===== src/tfhl_pkg.sv =====
// shared types and codes for the two-field history floor lookup
`default_nettype none
package tfhl_pkg;

  localparam int REQ_BITS    = 2;
  localparam int YEAR_BITS   = 16;
  localparam int ID_BITS     = 16;
  localparam int STATUS_BITS = 3;

  localparam logic [REQ_BITS-1:0] REQ_SET_FIRST = 2'd0;
  localparam logic [REQ_BITS-1:0] REQ_SET_LAST  = 2'd1;
  localparam logic [REQ_BITS-1:0] REQ_QUERY     = 2'd2;

  localparam logic [STATUS_BITS-1:0] STAT_NONE    = 3'd0;
  localparam logic [STATUS_BITS-1:0] STAT_LAST    = 3'd1;
  localparam logic [STATUS_BITS-1:0] STAT_FIRST   = 3'd2;
  localparam logic [STATUS_BITS-1:0] STAT_BOTH    = 3'd3;
  localparam logic [STATUS_BITS-1:0] STAT_WR_OK   = 3'd4;
  localparam logic [STATUS_BITS-1:0] STAT_WR_FULL = 3'd5;

  typedef enum logic [1:0] {
    ST_IDLE,
    ST_SCAN,
    ST_FINISH
  } ctl_state_t;

  typedef struct packed {
    logic accept;
    logic issue;
    logic finish;
  } tfhl_cmd_t;

  typedef struct packed {
    logic scan_done;
    logic cmp_busy;
    logic out_free;
  } tfhl_sts_t;

endpackage
`default_nettype wire


===== src/tfhl_ram.sv =====
// generic single-write, single-read ram with registered read data
`default_nettype none
module tfhl_ram #(
  parameter int WIDTH = 32,
  parameter int DEPTH = 16
) (
  input  wire logic                     clk,
  input  wire logic                     we,
  input  wire logic [$clog2(DEPTH)-1:0] waddr,
  input  wire logic [WIDTH-1:0]         wdata,
  input  wire logic [$clog2(DEPTH)-1:0] raddr,
  output logic      [WIDTH-1:0]         rdata
);

  logic [WIDTH-1:0] mem_r [DEPTH];

  always_ff @(posedge clk) begin
    if (we) begin
      mem_r[waddr] <= wdata;
    end
    rdata <= mem_r[raddr];
  end

endmodule
`default_nettype wire


===== src/tfhl_ctrl.sv =====
// controller state machine: accept, scan the tables, finish the word
`default_nettype none
module tfhl_ctrl
  import tfhl_pkg::*;
(
  input  wire logic      clk,
  input  wire logic      rst_n,
  input  wire logic      in_valid,
  output logic           in_stall,
  input  wire tfhl_sts_t sts,
  output tfhl_cmd_t      cmd
);

  ctl_state_t state_r;
  ctl_state_t state_nxt;

  always_ff @(posedge clk) begin
    if (!rst_n) begin
      state_r <= ST_IDLE;
    end else begin
      state_r <= state_nxt;
    end
  end

  always_comb begin
    state_nxt  = state_r;
    cmd        = '0;
    in_stall   = 1'b1;
    case (state_r)
      ST_IDLE: begin
        in_stall = 1'b0;
        if (in_valid) begin
          cmd.accept = 1'b1;
          state_nxt  = ST_SCAN;
        end
      end
      ST_SCAN: begin
        cmd.issue = !sts.scan_done;
        // wait for the last read to pass the compare stage
        if (sts.scan_done && !sts.cmp_busy) begin
          state_nxt = ST_FINISH;
        end
      end
      ST_FINISH: begin
        if (sts.out_free) begin
          cmd.finish = 1'b1;
          state_nxt  = ST_IDLE;
        end
      end
      default: begin
        state_nxt = ST_IDLE;
      end
    endcase
  end

endmodule
`default_nettype wire


===== src/tfhl_dp.sv =====
// datapath: table rams, entry scan, floor and match compare, result register
`default_nettype none
module tfhl_dp
  import tfhl_pkg::*;
#(
  parameter int ENTRIES  = 16,
  parameter int KEY_BITS = 16
) (
  input  wire logic                   clk,
  input  wire logic                   rst_n,
  input  wire tfhl_cmd_t              cmd,
  output tfhl_sts_t                   sts,
  input  wire logic [REQ_BITS-1:0]    in_req_type,
  input  wire logic [YEAR_BITS-1:0]   in_year,
  input  wire logic [ID_BITS-1:0]     in_name_id,
  input  wire logic                   out_stall,
  output logic                        out_valid,
  output logic [STATUS_BITS-1:0]      out_status,
  output logic [ID_BITS-1:0]          out_first_id,
  output logic [ID_BITS-1:0]          out_last_id
);

  localparam int CW = $clog2(ENTRIES + 1);
  localparam int AW = $clog2(ENTRIES);
  localparam int RW = KEY_BITS + ID_BITS;
  localparam logic [CW-1:0] FULL = CW'(ENTRIES);

  logic [REQ_BITS-1:0] req_r;
  logic [KEY_BITS-1:0] key_r;
  logic [ID_BITS-1:0]  id_r;
  logic [CW-1:0]       idx_r;
  logic                cmp_vld_r;
  logic [CW-1:0]       cmp_idx_r;
  logic [CW-1:0]       fcnt_r;
  logic [CW-1:0]       lcnt_r;
  logic                f_found_r;
  logic [KEY_BITS-1:0] f_best_r;
  logic [ID_BITS-1:0]  f_val_r;
  logic                l_found_r;
  logic [KEY_BITS-1:0] l_best_r;
  logic [ID_BITS-1:0]  l_val_r;
  logic                hit_r;
  logic [AW-1:0]       hit_idx_r;
  logic                out_valid_r;
  logic [STATUS_BITS-1:0] out_status_r;
  logic [ID_BITS-1:0]  out_first_r;
  logic [ID_BITS-1:0]  out_last_r;

  logic [31:0]         year_ext;
  logic                is_write;
  logic                wr_first;
  logic [CW-1:0]       scan_len;
  logic [RW-1:0]       f_rd;
  logic [RW-1:0]       l_rd;
  logic [KEY_BITS-1:0] f_key;
  logic [KEY_BITS-1:0] l_key;
  logic                f_ok;
  logic                l_ok;
  logic [KEY_BITS-1:0] tgt_key;
  logic                tgt_ok;
  logic [CW-1:0]       tgt_cnt;
  logic                wr_allow;
  logic [AW-1:0]       wr_addr;
  logic                f_we;
  logic                l_we;
  logic [STATUS_BITS-1:0] q_status;

  assign year_ext = {{(32 - YEAR_BITS){1'b0}}, in_year};
  assign is_write = (req_r == REQ_SET_FIRST) || (req_r == REQ_SET_LAST);
  assign wr_first = (req_r == REQ_SET_FIRST);

  always_comb begin
    if (is_write) begin
      scan_len = wr_first ? fcnt_r : lcnt_r;
    end else begin
      scan_len = (fcnt_r > lcnt_r) ? fcnt_r : lcnt_r;
    end
  end

  assign sts.scan_done = (idx_r >= scan_len);
  assign sts.cmp_busy  = cmp_vld_r;
  assign sts.out_free  = !out_valid_r || !out_stall;

  // compare stage on the registered ram words
  assign f_key   = f_rd[RW-1:ID_BITS];
  assign l_key   = l_rd[RW-1:ID_BITS];
  assign f_ok    = cmp_vld_r && (cmp_idx_r < fcnt_r);
  assign l_ok    = cmp_vld_r && (cmp_idx_r < lcnt_r);
  assign tgt_key = wr_first ? f_key : l_key;
  assign tgt_ok  = wr_first ? f_ok : l_ok;
  assign tgt_cnt = wr_first ? fcnt_r : lcnt_r;

  // existing key overwrites even in a full table
  assign wr_allow = hit_r || (tgt_cnt < FULL);
  assign wr_addr  = hit_r ? hit_idx_r : tgt_cnt[AW-1:0];
  assign f_we     = cmd.finish && is_write && wr_first && wr_allow;
  assign l_we     = cmd.finish && is_write && !wr_first && wr_allow;

  always_comb begin
    if (f_found_r) begin
      q_status = l_found_r ? STAT_BOTH : STAT_FIRST;
    end else begin
      q_status = l_found_r ? STAT_LAST : STAT_NONE;
    end
  end

  tfhl_ram #(.WIDTH(RW), .DEPTH(ENTRIES)) u_first_ram (
    .clk   (clk),
    .we    (f_we),
    .waddr (wr_addr),
    .wdata ({key_r, id_r}),
    .raddr (idx_r[AW-1:0]),
    .rdata (f_rd)
  );

  tfhl_ram #(.WIDTH(RW), .DEPTH(ENTRIES)) u_last_ram (
    .clk   (clk),
    .we    (l_we),
    .waddr (wr_addr),
    .wdata ({key_r, id_r}),
    .raddr (idx_r[AW-1:0]),
    .rdata (l_rd)
  );

  // control state
  always_ff @(posedge clk) begin
    if (!rst_n) begin
      idx_r       <= '0;
      cmp_vld_r   <= 1'b0;
      fcnt_r      <= '0;
      lcnt_r      <= '0;
      f_found_r   <= 1'b0;
      l_found_r   <= 1'b0;
      hit_r       <= 1'b0;
      out_valid_r <= 1'b0;
    end else begin
      cmp_vld_r <= cmd.issue;
      if (cmd.accept) begin
        idx_r     <= '0;
        f_found_r <= 1'b0;
        l_found_r <= 1'b0;
        hit_r     <= 1'b0;
      end else begin
        if (cmd.issue) begin
          idx_r <= idx_r + 1'b1;
        end
        if (is_write) begin
          if (tgt_ok && (tgt_key == key_r)) begin
            hit_r <= 1'b1;
          end
        end else begin
          if (f_ok && (f_key <= key_r) && (!f_found_r || (f_key > f_best_r))) begin
            f_found_r <= 1'b1;
          end
          if (l_ok && (l_key <= key_r) && (!l_found_r || (l_key > l_best_r))) begin
            l_found_r <= 1'b1;
          end
        end
      end
      if (cmd.finish && is_write && !hit_r && (tgt_cnt < FULL)) begin
        if (wr_first) begin
          fcnt_r <= fcnt_r + 1'b1;
        end else begin
          lcnt_r <= lcnt_r + 1'b1;
        end
      end
      if (cmd.finish) begin
        out_valid_r <= 1'b1;
      end else if (!out_stall) begin
        out_valid_r <= 1'b0;
      end
    end
  end

  // payload registers
  always_ff @(posedge clk) begin
    cmp_idx_r <= idx_r;
    if (cmd.accept) begin
      req_r <= in_req_type;
      key_r <= year_ext[KEY_BITS-1:0];
      id_r  <= in_name_id;
    end
    if (!cmd.accept && is_write && tgt_ok && (tgt_key == key_r)) begin
      hit_idx_r <= cmp_idx_r[AW-1:0];
    end
    if (!cmd.accept && !is_write && f_ok && (f_key <= key_r)
        && (!f_found_r || (f_key > f_best_r))) begin
      f_best_r <= f_key;
      f_val_r  <= f_rd[ID_BITS-1:0];
    end
    if (!cmd.accept && !is_write && l_ok && (l_key <= key_r)
        && (!l_found_r || (l_key > l_best_r))) begin
      l_best_r <= l_key;
      l_val_r  <= l_rd[ID_BITS-1:0];
    end
    if (cmd.finish) begin
      if (is_write) begin
        out_status_r <= wr_allow ? STAT_WR_OK : STAT_WR_FULL;
        out_first_r  <= '0;
        out_last_r   <= '0;
      end else begin
        out_status_r <= q_status;
        out_first_r  <= f_found_r ? f_val_r : '0;
        out_last_r   <= l_found_r ? l_val_r : '0;
      end
    end
  end

  assign out_valid    = out_valid_r;
  assign out_status   = out_status_r;
  assign out_first_id = out_first_r;
  assign out_last_id  = out_last_r;

  a_fcnt_bound: assert property (@(posedge clk) disable iff (!rst_n)
    (fcnt_r <= FULL) && (lcnt_r <= FULL))
    else $error("table count above capacity");

  a_cmp_in_range: assert property (@(posedge clk) disable iff (!rst_n)
    cmp_vld_r |-> (cmp_idx_r < scan_len))
    else $error("compare stage beyond scan length");

  a_finish_drained: assert property (@(posedge clk) disable iff (!rst_n)
    cmd.finish |-> (!cmp_vld_r && sts.scan_done))
    else $error("finish before scan drained");

  a_cnt_step: assert property (@(posedge clk) disable iff (!rst_n)
    1'b1 |=> ((fcnt_r == $past(fcnt_r)) || (fcnt_r == $past(fcnt_r) + 1'b1)))
    else $error("first count jumped");

  a_out_load_free: assert property (@(posedge clk) disable iff (!rst_n)
    cmd.finish |-> (!out_valid_r || !out_stall))
    else $error("result overwritten while held");

endmodule
`default_nettype wire


===== src/two_field_history_floor_lookup.sv =====
// top level: floor lookup over first-value and last-value year tables
//
//   channel  ports                                   direction
//   in       in_valid in_stall in_req_type in_year in_name_id     into block
//   out      out_valid out_stall out_status out_first_id out_last_id  out of block
//
// a word is taken when idle, and its result shows in the same cycle that the next word can
// first be taken; the scan covers the scanned table's entry count for a write and the larger
// of the two counts for a query, entry by entry since each table has one ram read port.
// a write or query finishes only when the result register is free.
// synchronous active-low reset empties both tables (counts to zero).
// a stalled result is held in the output register while the next word is taken.
`default_nettype none
module two_field_history_floor_lookup
  import tfhl_pkg::*;
#(
  parameter int ENTRIES  = 16,
  parameter int KEY_BITS = 16
) (
  input  wire logic                    clk,
  input  wire logic                    rst_n,
  input  wire logic                    in_valid,
  output logic                         in_stall,
  input  wire logic [REQ_BITS-1:0]     in_req_type,
  input  wire logic [YEAR_BITS-1:0]    in_year,
  input  wire logic [ID_BITS-1:0]      in_name_id,
  output logic                         out_valid,
  input  wire logic                    out_stall,
  output logic [STATUS_BITS-1:0]       out_status,
  output logic [ID_BITS-1:0]           out_first_id,
  output logic [ID_BITS-1:0]           out_last_id
);

  tfhl_cmd_t cmd;
  tfhl_sts_t sts;

  tfhl_ctrl u_ctrl (
    .clk      (clk),
    .rst_n    (rst_n),
    .in_valid (in_valid),
    .in_stall (in_stall),
    .sts      (sts),
    .cmd      (cmd)
  );

  tfhl_dp #(.ENTRIES(ENTRIES), .KEY_BITS(KEY_BITS)) u_dp (
    .clk          (clk),
    .rst_n        (rst_n),
    .cmd          (cmd),
    .sts          (sts),
    .in_req_type  (in_req_type),
    .in_year      (in_year),
    .in_name_id   (in_name_id),
    .out_stall    (out_stall),
    .out_valid    (out_valid),
    .out_status   (out_status),
    .out_first_id (out_first_id),
    .out_last_id  (out_last_id)
  );

endmodule
`default_nettype wire


===== config.mk =====
export PLATFORM = sky130hd
export DESIGN_NAME = two_field_history_floor_lookup
export DESIGN_NICKNAME = d
export VERILOG_FILES = /design/src/tfhl_pkg.sv /design/src/tfhl_ram.sv /design/src/tfhl_ctrl.sv /design/src/tfhl_dp.sv /design/src/two_field_history_floor_lookup.sv
export SDC_FILE = /design/constraint.sdc
export NUM_CORES = 1
export LEC_CHECK = 0
export BUFFER_PORTS_ARGS = -buffer_cell sky130_fd_sc_hd__buf_2
export CORE_MARGIN = 3
export CORE_UTILIZATION = 30
export DETAILED_ROUTE_END_ITERATION = 10
export PLACE_DENSITY = 0.5
export SLEW_MARGIN = 15
export SYNTH_ARGS = -nofsm -noshare
export SYNTH_HDL_FRONTEND = slang
export SYNTH_SLANG_ARGS = --single-unit

===== constraint.sdc =====
create_clock -name clk -period 6.9 [get_ports clk]
set_input_delay 1.035 -clock clk [delete_from_list [all_inputs] [get_ports clk]]
set_output_delay 1.035 -clock clk [all_outputs]
set_load 0.02 [all_outputs]

==> flow_metrics.env <==
export IMPL_status="complete, no violations"
export IMPL_post_cts_setup_buffer_count=0
export IMPL_netlist_top_cells_area="edfxtp_1 73%, mux4_2 15%, dfxtp_1 3.8%"
export IMPL_syn_inst=2181
export IMPL_cts_resized=0
export IMPL_timing_final_crit_share_pct=64.4
export IMPL_drtPass1Iterations=7
export IMPL_synth_distinct_cells=59
export IMPL_avgSynthCellArea_um2=21.9
export IMPL_cts_hold_buf=0
export IMPL_min_path_type="reg -> reg"
export IMPL_nFillCells=14300
export IMPL_root_buffer="clkbuf_16"
export IMPL_placed_area_um2=51000
export IMPL_io_pins=75
export IMPL_clk_latency_ns=0.76
export IMPL_cp_start_kind="register"
export IMPL_syn_to_final_growth_pct=15.7
export IMPL_layout_commonest_cell="edfxtp_1"
export IMPL_skew_ns=0.0352
export IMPL_drt_iter0_drc=2686
export IMPL_slew_headroom_pct=21.6
export IMPL_rsz0062_at_grt="no"
export IMPL_ys_warn_count=0
export IMPL_die_area_um2=164000
export IMPL_cts_max_level=4
export IMPL_cp_arrival_ns=4.81
export IMPL_fin_setup_tns_ns=0
export IMPL_layout_common_cells="1,161 x edfxtp_1, 320 x mux4_2, 138 x clkbuf_16"
export IMPL_drc=0
export IMPL_cts_made_buffers=137
export IMPL_cp_max_fo=32
export IMPL_grt_max_degree=151
export IMPL_antenna_found_initial=23
export IMPL_via_per_inst=5.02
export IMPL_grt_pass1_vias=22800
export IMPL_worstSetupEndpointType="register"
export IMPL_fin_ws_ns=2.46
export IMPL_synth_top_area_cell="edfxtp_1"
export IMPL_numClockSinks=1252
export IMPL_fin_area_um2=55300
export IMPL_dp_hpwl_um=74300
export IMPL_die_h_um=405
export IMPL_start_util_pct=30.4
export IMPL_drv_slew=0
export IMPL_vias=22700
export IMPL_ys_flop_type="edfxtp_1"
export IMPL_drv_cap=0
export IMPL_async_reset_ff_share_pct=0
export IMPL_peakVddDrop_mv=0.221
export IMPL_gr_total_overflow=0
export IMPL_gp_congestion=0.791
export IMPL_placementRows=145
export IMPL_core_area_um2=157000
export IMPL_die_w_um=405
export IMPL_ys_seq_area_share_pct=76.7
export IMPL_cts_buffer_depth=3
export IMPL_p_leak_uw=0.0172
export IMPL_hold_viol=0
export IMPL_syn_nets=2304
export IMPL_p_per_area_nw_per_um2=284
export IMPL_max_freq_mhz=225
export IMPL_yosysTopAreaCellShare_pct=72.9
export IMPL_pre_cts_slack_ns=2.46
export IMPL_postSynthRegisterBits=1252
export IMPL_setup_viol=0
export IMPL_wl_um=122000
export IMPL_layout_nets=2473
export IMPL_min_period_ns=4.44
export IMPL_ant_nets=0
export IMPL_clk_pin_slew_worst_paths_ns=0.06
export IMPL_wire_per_inst_um=26.9
export IMPL_worstSetupPathType="reg -> reg"
export IMPL_grt_use_total_pct=14.9
export IMPL_cts_tree="built"
export IMPL_crit_required_ns=7.27
export IMPL_port_buffers=74
export IMPL_drive_gt1_share_pct=27.2
export IMPL_grt_pass1_wl_um=172000
export IMPL_synth_edf_count=1161
export IMPL_synth_area_um2=47800
export IMPL_worst_pin_slew_ns=1.18
## worst paths after layout
| kind | startpoint | endpoint | slack (ns) | cells past startpoint |
|---|---|---|---|---|
| min reg2reg | u_dp.u_last_ram.rdata[12]$_DFF_P_ | u_dp.l_val_r[12]$_DFFE_PP_ | 0.40 | 0 |
| min | u_dp.u_last_ram.rdata[12]$_DFF_P_ | u_dp.l_val_r[12]$_DFFE_PP_ | 0.40 | 0 |
| max reg2reg | u_dp.req_r[1]$_DFFE_PP_ | u_dp.u_first_ram.mem_r[7][8]$_DFFE_PP_ | 2.46 | 6 |
| max | u_dp.req_r[1]$_DFFE_PP_ | u_dp.u_first_ram.mem_r[7][8]$_DFFE_PP_ | 2.46 | 6 |
## report_power, final
group | internal, uW | total, uW | switching [uW]
Sequential | 8360 | 8390 | 34.6
Clock | 3980 | 6960 | 2980
Combinational | 75.3 | 375 | 300
Total | 12400 | 15700 | 3310
## worst max-delay path, stage by stage (launching register included)
cell and delay [ns]:
edfxtp_1 1.12, or2_1 0.67, mux2i_1 0.18, o21ai_1 0.43, nor2b_1 0.24, nand2_1 0.37
nor2_4 1.01
## area by class of cell
cell class                      count  area, um^2  area share (%)
Tap cell                         2058        2570            4.66
Timing Repair Buffer              118         751            1.36
Clock buffer                      192        3760            6.79
Multi-Input combinational cell    769       10700            19.4
Clock inverter                     58         517           0.934
Antenna cell                        3        7.51          0.0136
Inverter                           72         270           0.489
Sequential cell                  1252       36700            66.4
## per-stage QoR
stage | power [uW] | hold slack [ns] | std cells | utilization, %
4_1_cts | 15900 | 0.378 | 4519 | 35.2
2_1_floorplan | 8700 | 0.354 | 2181 | -
3_3_place_gp | 8910 | 0.385 | 4269 | 32.4
3_5_place_dp | 8930 | 0.389 | 4269 | 32.4
6_report | 15700 | 0.398 | 4522 | 35.2
5_1_grt | 16200 | 0.388 | 4519 | 35.2
## state kept, by name, summed over array words and instances, names as in the netlist, 3 cells and up
register and cells:
u_dp.lcnt_r 5, u_dp.key_r 16, u_dp.fcnt_r 5, u_dp.u_first_ram.rdata 32, u_dp.l_val_r 16, u_dp.out_status 3
u_dp.hit_idx_r 4, u_dp.id_r 16, u_dp.out_first_id 16, u_dp.u_last_ram.rdata 32, u_dp.f_best_r 16, u_dp.u_first_ram.mem_r 512
u_dp.cmp_idx_r 5, u_dp.u_last_ram.mem_r 512, u_dp.idx_r 5, u_dp.f_val_r 16, u_dp.out_last_id 16, u_dp.l_best_r 16
## cells by family after synthesis
logic type      synth area share, %
buf+inv                        1.40
xor+xnor                      0.256
compound gates                 1.53
fa+ha+maj                      2.22
flops                          76.7
simple gates                   2.43
mux                            15.4
## per-layer routing
metal | global-route usage [%] | wire length (um) | vias to the layer above
met5 | 0 | 0 | -
met4 | 3.61 | 2420 | 0
met3 | 3.66 | 9970 | 156
met2 | 20.0 | 49800 | 846
met1 | 23.7 | 59300 | 12200
li1 | - | - | 9456
## synthesized netlist by cell type, drive strengths merged (3+ instances only)
| library cell | number |
|---|---|
| edfxtp | 1161 |
| and2 | 3 |
| a21o | 3 |
| o31ai | 3 |
| a211oi | 3 |
| or3 | 4 |
| nor2b | 19 |
| o22ai | 4 |
| nand2b | 9 |
| dfxtp | 91 |
| nor3 | 3 |
| a221oi | 5 |
| inv | 72 |
| nand4 | 27 |
| and3 | 32 |
| buf | 44 |
| mux2i | 16 |
| xor2 | 4 |
| nand2 | 38 |
| nor2 | 59 |
| or2 | 4 |
| o21ai | 17 |
| ha | 85 |
| a2111oi | 10 |
| clkbuf | 44 |
| a21oi | 36 |
| mux4 | 320 |
| o211ai | 8 |
| nand3 | 13 |
| o21a | 5 |
| xnor2 | 10 |
Note: power is estimated with default switching activity, not from simulation.
